<file path="src/rtl/core/assert_macros.svh">
// Assertion helpers shared by the RTL; each expects clk and rst_n in scope.
`ifndef ASSERT_MACROS_SVH
`define ASSERT_MACROS_SVH

// Property must hold at every clock edge outside reset.
`define MPTB_ASSERT(name, prop, msg) \
    name: assert property (@(posedge clk) disable iff (!rst_n) prop) else $error(msg);

// Condition must never be seen at a clock edge outside reset.
`define MPTB_ASSERT_NEVER(name, cond, msg) \
    name: assert property (@(posedge clk) disable iff (!rst_n) !(cond)) else $error(msg);

`endif

</file>
<file path="src/rtl/core/mptb_pkg.sv">
package mptb_pkg;

    localparam int MAX_CPUS_DEF = 64;
    // Slot and count width covers the whole MAX_CPUS range (up to 255).
    localparam int SLOT_W       = 8;
    localparam int HDR_BYTES    = 44;
    localparam logic [31:0] MAX_LEN = 32'd65535;

    localparam logic CMD_BYTE   = 1'b0;
    localparam logic CMD_LOOKUP = 1'b1;

    localparam logic KIND_STATUS = 1'b0;
    localparam logic KIND_LOOKUP = 1'b1;

    localparam logic [1:0] ST_OK        = 2'd0;
    localparam logic [1:0] ST_BAD_SIG   = 2'd1;
    localparam logic [1:0] ST_BAD_CKSUM = 2'd2;
    localparam logic [1:0] ST_BAD_LEN   = 2'd3;

    // Lookup query traveling down the cell chain.
    typedef struct packed {
        logic              valid;
        logic              found;
        logic [7:0]        query;
        logic [SLOT_W-1:0] index;
    } token_t;

    // Broadcast from the parser to every cell.
    typedef struct packed {
        logic              wr_en;
        logic [SLOT_W-1:0] wr_slot;
        logic [7:0]        wr_data;
        logic              rsv_en;
        logic [SLOT_W-1:0] rsv_slot;
        logic              clr_pend;
        logic [SLOT_W-1:0] cpu_count;
    } cell_ctrl_t;

    typedef struct packed {
        logic       kind;
        logic [1:0] status;
        logic [6:0] total;
        logic [5:0] index;
        logic       found;
    } result_t;

    // Expected signature "APIC".
    function automatic logic [7:0] sig_byte(input logic [1:0] pos);
        logic [7:0] val;
        case (pos)
            2'd0:    val = 8'h41;
            2'd1:    val = 8'h50;
            2'd2:    val = 8'h49;
            2'd3:    val = 8'h43;
            default: val = 8'h00;
        endcase
        return val;
    endfunction

endpackage

</file>
<file path="src/rtl/core/mptb_cell.sv">
module mptb_cell #(
    parameter int INDEX = 0
) (
    input  logic                 clk,
    input  logic                 rst_n,
    input  mptb_pkg::cell_ctrl_t ctrl,
    input  mptb_pkg::token_t     tok_in,
    output mptb_pkg::token_t     tok_out
);

    localparam int SW = mptb_pkg::SLOT_W;
    localparam logic [SW-1:0] MY_SLOT = SW'(INDEX);

    logic [7:0]       id_reg;
    logic [7:0]       id_next;
    logic             pend_reg;
    logic             pend_next;
    mptb_pkg::token_t tok_reg;
    mptb_pkg::token_t tok_next;
    logic             wr_hit;
    logic             match;

    assign wr_hit = ctrl.wr_en && (ctrl.wr_slot == MY_SLOT);

    always_comb
    begin
        id_next = wr_hit ? ctrl.wr_data : id_reg;
    end

    // A reserved slot stays hidden from lookups until its id byte lands.
    always_comb
    begin
        if (ctrl.clr_pend)
            pend_next = 1'b0;
        else if (ctrl.rsv_en && (ctrl.rsv_slot == MY_SLOT))
            pend_next = 1'b1;
        else if (wr_hit)
            pend_next = 1'b0;
        else
            pend_next = pend_reg;
    end

    assign match = tok_in.valid && !tok_in.found && !pend_reg &&
                   (id_reg == tok_in.query) && (MY_SLOT < ctrl.cpu_count);

    // Claim the query on first match; later cells see it already found.
    always_comb
    begin
        tok_next = tok_in;
        if (match)
        begin
            tok_next.found = 1'b1;
            tok_next.index = MY_SLOT;
        end
    end

    always_ff @(posedge clk or negedge rst_n)
    begin
        if (!rst_n)
        begin
            pend_reg <= 1'b0;
            tok_reg  <= '0;
        end
        else
        begin
            pend_reg <= pend_next;
            tok_reg  <= tok_next;
        end
    end

    always_ff @(posedge clk)
    begin
        id_reg <= id_next;
    end

    assign tok_out = tok_reg;

endmodule

</file>
<file path="src/rtl/core/mptb_parser.sv">
module mptb_parser #(
    parameter int MAX_CPUS = mptb_pkg::MAX_CPUS_DEF
) (
    input  logic                              clk,
    input  logic                              rst_n,
    input  logic                              byte_en,
    input  logic [7:0]                        table_byte,
    input  logic                              first_byte,
    output mptb_pkg::cell_ctrl_t              ctrl,
    output logic                              emit_valid,
    output mptb_pkg::result_t                 emit_res,
    output logic [mptb_pkg::SLOT_W-1:0]       cpu_count
);

    localparam int SW = mptb_pkg::SLOT_W;
    localparam logic [SW-1:0] MAX_SLOT = SW'(MAX_CPUS);
    localparam logic [15:0] HDR_OFF = 16'(mptb_pkg::HDR_BYTES);
    localparam logic [31:0] HDR_LEN = 32'(mptb_pkg::HDR_BYTES);

    logic [15:0]   off_reg,   off_next;
    logic [31:0]   len_reg,   len_next;
    logic [7:0]    sum_reg,   sum_next;
    logic          sig_reg,   sig_next;
    logic          act_reg,   act_next;
    logic [15:0]   epos_reg,  epos_next;
    logic [16:0]   esize_reg, esize_next;
    logic          stop_reg,  stop_next;
    logic [SW-1:0] cnt_reg,   cnt_next;
    logic [3:0]    pv_reg,    pv_next;
    logic [SW-1:0] ps_reg  [4];
    logic [SW-1:0] ps_next [4];

    logic [15:0]   cur_off;
    logic [1:0]    cur_lane;
    logic [1:0]    rsv_lane;
    logic [2:0]    npend;
    logic [1:0]    fin_status;

    always_comb
    begin
        off_next   = off_reg;
        len_next   = len_reg;
        sum_next   = sum_reg;
        sig_next   = sig_reg;
        act_next   = act_reg;
        epos_next  = epos_reg;
        esize_next = esize_reg;
        stop_next  = stop_reg;
        cnt_next   = cnt_reg;
        pv_next    = pv_reg;
        ps_next    = ps_reg;
        cur_off    = '0;
        cur_lane   = '0;
        rsv_lane   = '0;
        npend      = '0;
        fin_status = mptb_pkg::ST_OK;
        ctrl       = '0;
        emit_valid = 1'b0;
        emit_res   = '0;

        if (byte_en)
        begin
            if (first_byte)
            begin
                off_next      = '0;
                len_next      = '0;
                sum_next      = '0;
                sig_next      = 1'b1;
                act_next      = 1'b1;
                epos_next     = '1;
                esize_next    = 17'(mptb_pkg::HDR_BYTES);
                stop_next     = 1'b0;
                cnt_next      = '0;
                pv_next       = '0;
                ctrl.clr_pend = 1'b1;
            end

            if (act_next)
            begin
                cur_off  = off_next;
                cur_lane = cur_off[1:0];
                rsv_lane = cur_lane + 2'd3;
                sum_next = sum_next + table_byte;

                if (cur_off < 16'd4)
                begin
                    if (table_byte != mptb_pkg::sig_byte(cur_lane))
                        sig_next = 1'b0;
                end
                else if (cur_off < 16'd8)
                begin
                    len_next = len_next | (32'(table_byte) << {cur_lane, 3'b000});
                    if ((cur_off == 16'd7) &&
                        ((len_next < HDR_LEN) || (len_next > mptb_pkg::MAX_LEN)))
                    begin
                        act_next        = 1'b0;
                        cnt_next        = '0;
                        pv_next         = '0;
                        ctrl.clr_pend   = 1'b1;
                        emit_valid      = 1'b1;
                        emit_res.kind   = mptb_pkg::KIND_STATUS;
                        emit_res.status = mptb_pkg::ST_BAD_LEN;
                    end
                end

                if (cur_off >= 16'd8)
                begin
                    // Land a reserved id byte in its slot.
                    if (pv_next[cur_lane])
                    begin
                        ctrl.wr_en      = 1'b1;
                        ctrl.wr_slot    = ps_next[cur_lane];
                        ctrl.wr_data    = table_byte;
                        pv_next[cur_lane] = 1'b0;
                    end

                    if ((cur_off >= HDR_OFF) && (32'(cur_off) < len_next))
                    begin
                        if (cur_off == epos_next)
                        begin
                            esize_next = {1'b0, cur_off} - 17'd1 + 17'(table_byte);
                            if (table_byte == 8'd0)
                                stop_next = 1'b1;
                        end
                        if (!stop_next && ({1'b0, cur_off} == esize_next))
                        begin
                            epos_next = cur_off + 16'd1;
                            if (table_byte == 8'd0)
                            begin
                                if (cnt_next >= MAX_SLOT)
                                    stop_next = 1'b1;
                                else
                                begin
                                    pv_next[rsv_lane] = 1'b1;
                                    ps_next[rsv_lane] = cnt_next;
                                    ctrl.rsv_en       = 1'b1;
                                    ctrl.rsv_slot     = cnt_next;
                                    cnt_next          = cnt_next + SW'(1);
                                end
                            end
                        end
                    end

                    if ((32'(cur_off) + 32'd1) == len_next)
                    begin
                        // Drop slots whose id byte never arrived.
                        npend = 3'(pv_next[0]) + 3'(pv_next[1]) +
                                3'(pv_next[2]) + 3'(pv_next[3]);
                        if (cnt_next > SW'(npend))
                            cnt_next = cnt_next - SW'(npend);
                        else
                            cnt_next = '0;
                        pv_next       = '0;
                        ctrl.clr_pend = 1'b1;
                        if (!sig_next)
                            fin_status = mptb_pkg::ST_BAD_SIG;
                        else if (sum_next != 8'd0)
                            fin_status = mptb_pkg::ST_BAD_CKSUM;
                        else
                            fin_status = mptb_pkg::ST_OK;
                        if (fin_status != mptb_pkg::ST_OK)
                            cnt_next = '0;
                        act_next        = 1'b0;
                        emit_valid      = 1'b1;
                        emit_res.kind   = mptb_pkg::KIND_STATUS;
                        emit_res.status = fin_status;
                    end
                end

                off_next = cur_off + 16'd1;
            end
        end

        emit_res.total = cnt_next[6:0];
        ctrl.cpu_count = cnt_reg;
    end

    always_ff @(posedge clk or negedge rst_n)
    begin
        if (!rst_n)
        begin
            off_reg   <= '0;
            len_reg   <= '0;
            sum_reg   <= '0;
            sig_reg   <= 1'b0;
            act_reg   <= 1'b0;
            epos_reg  <= '0;
            esize_reg <= '0;
            stop_reg  <= 1'b0;
            cnt_reg   <= '0;
            pv_reg    <= '0;
        end
        else
        begin
            off_reg   <= off_next;
            len_reg   <= len_next;
            sum_reg   <= sum_next;
            sig_reg   <= sig_next;
            act_reg   <= act_next;
            epos_reg  <= epos_next;
            esize_reg <= esize_next;
            stop_reg  <= stop_next;
            cnt_reg   <= cnt_next;
            pv_reg    <= pv_next;
        end
    end

    always_ff @(posedge clk)
    begin
        ps_reg <= ps_next;
    end

    assign cpu_count = cnt_reg;

endmodule

</file>
<file path="src/rtl/core/madt_processor_table_builder_core.sv">
// Table byte: one per cycle while s_tready is high; the status result is registered.
// Lookup: the query walks the chain of MAX_CPUS cells, one cell per cycle; no new item
// is accepted until the answer leaves the last cell. A two-entry output stage lets
// input continue while a result waits.
// Reset (rst_n low, asynchronous) clears parse state, count, pending marks and output
// valids; stored APIC ids are left as they are.
`include "assert_macros.svh"

module madt_processor_table_builder_core #(
    parameter int MAX_CPUS = mptb_pkg::MAX_CPUS_DEF
) (
    input  logic        clk,
    input  logic        rst_n,
    input  logic        s_tvalid,
    output logic        s_tready,
    input  logic [15:0] s_tdata,   // [7:0] table_byte, [15:8] query_apic_id
    input  logic [1:0]  s_tuser,   // [0] cmd, [1] first_byte
    output logic        m_tvalid,
    input  logic        m_tready,
    output logic [15:0] m_tdata,   // [1:0] status, [8:2] cpu_total, [14:9] logical_index,
                                   // [15] found
    output logic [0:0]  m_tuser    // [0] kind
);

    localparam int SW = mptb_pkg::SLOT_W;
    localparam logic [SW-1:0] MAX_SLOT = SW'(MAX_CPUS);

    logic                 accept;
    logic                 byte_en;
    logic                 lk_start;
    mptb_pkg::cell_ctrl_t ctrl;
    logic                 emit_valid;
    mptb_pkg::result_t    emit_res;
    logic [SW-1:0]        cpu_count;
    mptb_pkg::token_t     tok [MAX_CPUS+1];
    mptb_pkg::token_t     tok_end;

    logic                 busy_reg,   busy_next;
    logic                 out_v_reg,  out_v_next;
    logic                 skid_v_reg, skid_v_next;
    mptb_pkg::result_t    out_reg,    out_next;
    mptb_pkg::result_t    skid_reg,   skid_next;
    logic                 push;
    mptb_pkg::result_t    push_res;
    logic                 pop;

    assign s_tready = !skid_v_reg && !busy_reg;
    assign accept   = s_tvalid && s_tready;
    assign byte_en  = accept && (s_tuser[0] == mptb_pkg::CMD_BYTE);
    assign lk_start = accept && (s_tuser[0] == mptb_pkg::CMD_LOOKUP);

    mptb_parser #(
        .MAX_CPUS (MAX_CPUS)
    ) u_parser (
        .clk        (clk),
        .rst_n      (rst_n),
        .byte_en    (byte_en),
        .table_byte (s_tdata[7:0]),
        .first_byte (s_tuser[1]),
        .ctrl       (ctrl),
        .emit_valid (emit_valid),
        .emit_res   (emit_res),
        .cpu_count  (cpu_count)
    );

    always_comb
    begin
        tok[0]       = '0;
        tok[0].valid = lk_start;
        tok[0].query = s_tdata[15:8];
    end

    for (genvar k = 0; k < MAX_CPUS; k++)
    begin : g_cell
        mptb_cell #(
            .INDEX (k)
        ) u_cell (
            .clk     (clk),
            .rst_n   (rst_n),
            .ctrl    (ctrl),
            .tok_in  (tok[k]),
            .tok_out (tok[k+1])
        );
    end

    assign tok_end = tok[MAX_CPUS];

    always_comb
    begin
        busy_next = busy_reg;
        if (lk_start)
            busy_next = 1'b1;
        else if (tok_end.valid)
            busy_next = 1'b0;
    end

    always_comb
    begin
        push_res = emit_res;
        push     = emit_valid;
        if (tok_end.valid)
        begin
            push            = 1'b1;
            push_res.kind   = mptb_pkg::KIND_LOOKUP;
            push_res.status = mptb_pkg::ST_OK;
            push_res.total  = cpu_count[6:0];
            push_res.index  = tok_end.index[5:0];
            push_res.found  = tok_end.found;
        end
    end

    // Output register with a skid entry behind it.
    assign pop = out_v_reg && m_tready;

    always_comb
    begin
        out_v_next  = out_v_reg;
        skid_v_next = skid_v_reg;
        out_next    = out_reg;
        skid_next   = skid_reg;
        if (pop)
        begin
            if (skid_v_reg)
            begin
                out_next    = skid_reg;
                skid_v_next = 1'b0;
            end
            else
                out_v_next = 1'b0;
        end
        if (push)
        begin
            if (!out_v_next)
            begin
                out_next   = push_res;
                out_v_next = 1'b1;
            end
            else
            begin
                skid_next   = push_res;
                skid_v_next = 1'b1;
            end
        end
    end

    always_ff @(posedge clk or negedge rst_n)
    begin
        if (!rst_n)
        begin
            busy_reg   <= 1'b0;
            out_v_reg  <= 1'b0;
            skid_v_reg <= 1'b0;
        end
        else
        begin
            busy_reg   <= busy_next;
            out_v_reg  <= out_v_next;
            skid_v_reg <= skid_v_next;
        end
    end

    always_ff @(posedge clk)
    begin
        out_reg  <= out_next;
        skid_reg <= skid_next;
    end

    assign m_tvalid   = out_v_reg;
    assign m_tdata    = {out_reg.found, out_reg.index, out_reg.total, out_reg.status};
    assign m_tuser[0] = out_reg.kind;

    `MPTB_ASSERT(a_skid_behind_out, (skid_v_reg |-> out_v_reg), "skid holds data with output empty")
    `MPTB_ASSERT_NEVER(a_lookup_room, (tok_end.valid && skid_v_reg), "lookup answer with no room")
    `MPTB_ASSERT(a_count_cap, (cpu_count <= MAX_SLOT), "processor count above capacity")
    `MPTB_ASSERT(a_found_in_range, ((tok_end.valid && tok_end.found) |-> (tok_end.index < cpu_count)), "lookup index past count")

endmodule
</file>
<file path="config.mk">
export PLATFORM = sky130hd
export DESIGN_NAME = madt_processor_table_builder_core
export DESIGN_NICKNAME = d
export VERILOG_FILES = /design/src/rtl/core/mptb_pkg.sv /design/src/rtl/core/mptb_cell.sv /design/src/rtl/core/mptb_parser.sv /design/src/rtl/core/madt_processor_table_builder_core.sv
export VERILOG_INCLUDE_DIRS = /design/src /design/src/rtl/core
export SDC_FILE = /design/constraint.sdc
export NUM_CORES = 2
export LEC_CHECK = 0
export BUFFER_PORTS_ARGS = -buffer_cell sky130_fd_sc_hd__buf_2
export CORE_MARGIN = 4
export CORE_UTILIZATION = 45
export CTS_CLUSTER_DIAMETER = 30
export CTS_CLUSTER_SIZE = 12
export DETAILED_ROUTE_END_ITERATION = 8
export SYNTH_ARGS = -nofsm -noshare
export SYNTH_HDL_FRONTEND = slang
export SYNTH_SLANG_ARGS = --single-unit
</file>
<file path="constraint.sdc">
create_clock -name clk -period 6.6 [get_ports clk]
set_input_delay 0.33 -clock clk [delete_from_list [all_inputs] [get_ports clk]]
set_output_delay 0.33 -clock clk [all_outputs]
set_load 0.05 [all_outputs]
</file>
==> run_results.csv <==
group,metric,value,unit
routing,antenna_left,0,
synth,synth_most_common_cell,"dfrtp_1",
synth,yosysSeqAreaShare,0.714,
synth,ys_ff_latch,1702,
cells_and_area,final-seq-area,0.0453,mm2
sta,relSlewSlack,0.164,
outcome,outcome,"finished, violations left",
cells_and_area,layout.nets,5177,
sta,rsz0062_at_grt,"true",
routing,drt_iter0_markers,3047,
place,finalWeightedCongestion,0.930,
synth,synth_area_leaders,"dfrtp_1 44%, edfxtp_1 27%, xor2_1 4.5%",
synth,synth_nets,4576,
global_routing,antenna_found_initial,10,
setup_path,reg2reg_depth,38,
clock_network,cts_tree,"yes",
power_and_ir_drop,clkPwrFrac,0.557,
synth,ys.flop_type,"dfrtp_1",
setup_path,cp.arrival,7810,ps
power_and_ir_drop,ir_drop,0.318,mV
sta,fin_tns_setup,-7000,ps
setup_path,critPathCaptureType,"register",
floorplanning,core-area,0.140,mm2
floorplanning,start_util,0.454,
synth,netlist-cell-type-count,102,
sta,fin_crit,7050,ps
power_and_ir_drop,netSwitchingPower,6.51,mW
cells_and_area,multi_input_area,0.0178,mm2
clock_network,clock_latency,900,ps
sta,finalWorstSetupSlack,-454,ps
routing,routed_wl,169000,um
setup_path,slowest_delay,420,ps
cells_and_area,drive_gt1_frac,0.236,
sta,final_max_slew_viol_count,0,
cells_and_area,areaGrowthSynthToFinish,25.6,%
outcome,violations,"negative setup slack",
sta,fmax,142,MHz
routing,via_count,38316,
power_and_ir_drop,leakage,33.3,nW
synth,synth_area,0.0635,mm2
place,portBuffers,40,
global_routing,grt_max_degree,157,
clock_network,htree_num_levels,5,
floorplanning,die_area,0.147,mm2
cells_and_area,fill_cells,11083,
routing,drt-pass1-iter-count,5,
synth,yosysWarnings,0,
setup_path,path_max_fanout,5,
synth,synth_edf_count,561,
place,pre_cts_ws,-1330,ps
synth,postSynthCellCount,4482,
routing,detail_route.wl_per_cell,23.4,um
global_routing,gr-total-overflow,0,
place,place_area,0.0682,mm2
routing,via_per_inst,5.31,
clock_network,cts_buffer_depth,4,
floorplanning,fp.dieH,384,um
cells_and_area,largest_reg_flops,953,
floorplanning,placementRows,137,
global_routing,grt_pass1_vias,40186,
power_and_ir_drop,internal_power,22.6,mW
synth,async_flop_share,0.660,
power_and_ir_drop,powerDensity,365,mW/mm2
power_and_ir_drop,combinationalPowerShare,0.051,
synth,synth_top_area_cell,"dfrtp_1",
floorplanning,die_w,384,um
sta,fin_crit_sh,1.07,
routing,drc,0,
clock_network,clk_pin_slew,50,ps
power_and_ir_drop,seqPwrFrac,0.392,
setup_path,crit_required,7350,ps
sta,setup_viol,22,
power_and_ir_drop,power,29.1,mW
place,dpl.hpwl,112000,um
cells_and_area,fin_area,0.0797,mm2
power_and_ir_drop,switching_share,0.223,
clock_network,cts.sinks,1702,
run,cap_violations,0,
clock_network,root_buffer,"clkbuf_16",
synth,synth.avg_cell_area,14.2,um2
sta,finalHoldViolCount,0,
sta,fin_skew,73.5,ps
global_routing,grt_first_pass_wirelength,255000,um
min_path,min_path_type,"primary input to async pin",
synth,synthTopCellsByCount,"1124 x dfrtp_1, 561 x edfxtp_1, 326 x xor2_1, 258 x xnor2_1, 241 x nand2_1",
sta,worst_slew_pin_slew,1250,ps
clock_network,cts_inserted_buffers,326,
setup_path,cp-start-kind,"register",
setup_path,worstSetupPathType,"register to register",
synth,synth.top_cell.area_share,0.443,
global_routing,gr-usage-all-layers,0.232,
floorplanning,io_pins,41,
setup_path,slowest_stage,"o211ai_1",
## kinds of logic after synthesis
logic type,count (synthesis),synth area share
AOI/OAI and AO/OA,573,0.0600
xor gates and xnor gates,584,0.0806
adders and majority gates,72,0.0147
buffers and inverters,191,0.0124
DFF,1702,0.714
muxes,33,0.00552
and+or+nand+nor,1327,0.113
## final timing paths
check | start | to | slack (ps)
worst max-delay path | u_parser.off_reg[8] | m_tdata[8] | -450
worst min-delay path | rst_n | g_cell[59].u_cell.tok_out[11] | 70
worst max register to register | u_parser.off_reg[8] | m_tdata[8] | -450
worst min register to register | g_cell[34].u_cell.tok_out[17] | g_cell[35].u_cell.tok_out[17] | 330
max in group asynchronous | rst_n | g_cell[29].u_cell.tok_out[1] | 4760
min in group clk | s_tdata[4] | u_parser.len_reg[20] | 70
## layout make-up
type / instances / area share
Sequential cell: 1702 / 0.568
Multi-Input combinational cell: 2589 / 0.223
Clock buffer: 400 / 0.113
Timing Repair Buffer: 380 / 0.0371
Tap cell: 1876 / 0.0294
Clock inverter: 183 / 0.0248
Inverter: 84 / 0.00399
Antenna cell: 1 / 0.0000314
## routing by layer
metal  vias up  GRT usage  wire length [um]
met2      1351      0.369             79400
met5         -          0                21
met4         4     0.0784              5080
li1      17027          -                 -
met3       366     0.0513             11700
met1     19568      0.317             72600
## repair_timing
item                       4_1_cts  5_1_grt
hold endpoints to repair       113        0
setup endpoints to repair       22       22
hold buffers                    14        0
pin swaps                       22       29
gates resized for setup         27       29
setup buffers                   13       10
## cells in the final DEF (no fill, tap or decap), types with 39 or more instances in the layout
cell       Yosys  routed
clkbuf_16      0     338
inv_1         81      75
nor2b_1      139     136
nand2b_1      46      45
ha_1          68      58
nand3_1       71      70
dfrtp_1     1124    1124
or2_2        227     226
xor2_1       326     325
nor3_1        95      93
and2_1        41      39
nor2_1       227     219
nand4_1       68      68
buf_4          1     312
a21oi_1      152     145
xnor2_1      258     258
nand2_1      241     236
clkinv_2       0      53
buf_2         30      39
nor4_1        89      81
edfxtp_1     561     561
o21ai_0      145     131
## power groups by stage
stage / combinational [mW] / clock (mW) / sequential [mW]
CTS: 1.46 / 16.5 / 11.4
finish: 1.49 / 16.2 / 11.4
global placement: 1.40 / 0 / 11.6
detailed placement: 1.41 / 0 / 11.6
global route: 1.63 / 17.0 / 11.4
floorplan: 0.775 / 0 / 11.5
## worst max-delay path, delay by kind of cell (launching register included)
kind	cells	cell delay, ps
AOI/OAI and AO/OA	15	2480
adders and majority gates	6	1490
buffers and inverters	7	750
DFF	1	370
muxes	1	280
and+or+nand+nor	9	1560
## per-stage QoR
step                      hold WS (ps)   util  cells
after CTS                         6.45  0.569   7206
after global placement             359  0.488   6598
after global routing              41.9  0.570   7214
after detailed placement           357  0.488   6598
final                             65.3  0.570   7215
after floorplan                   34.4      -   4482
Note: power is estimated with default switching activity, not from simulation.
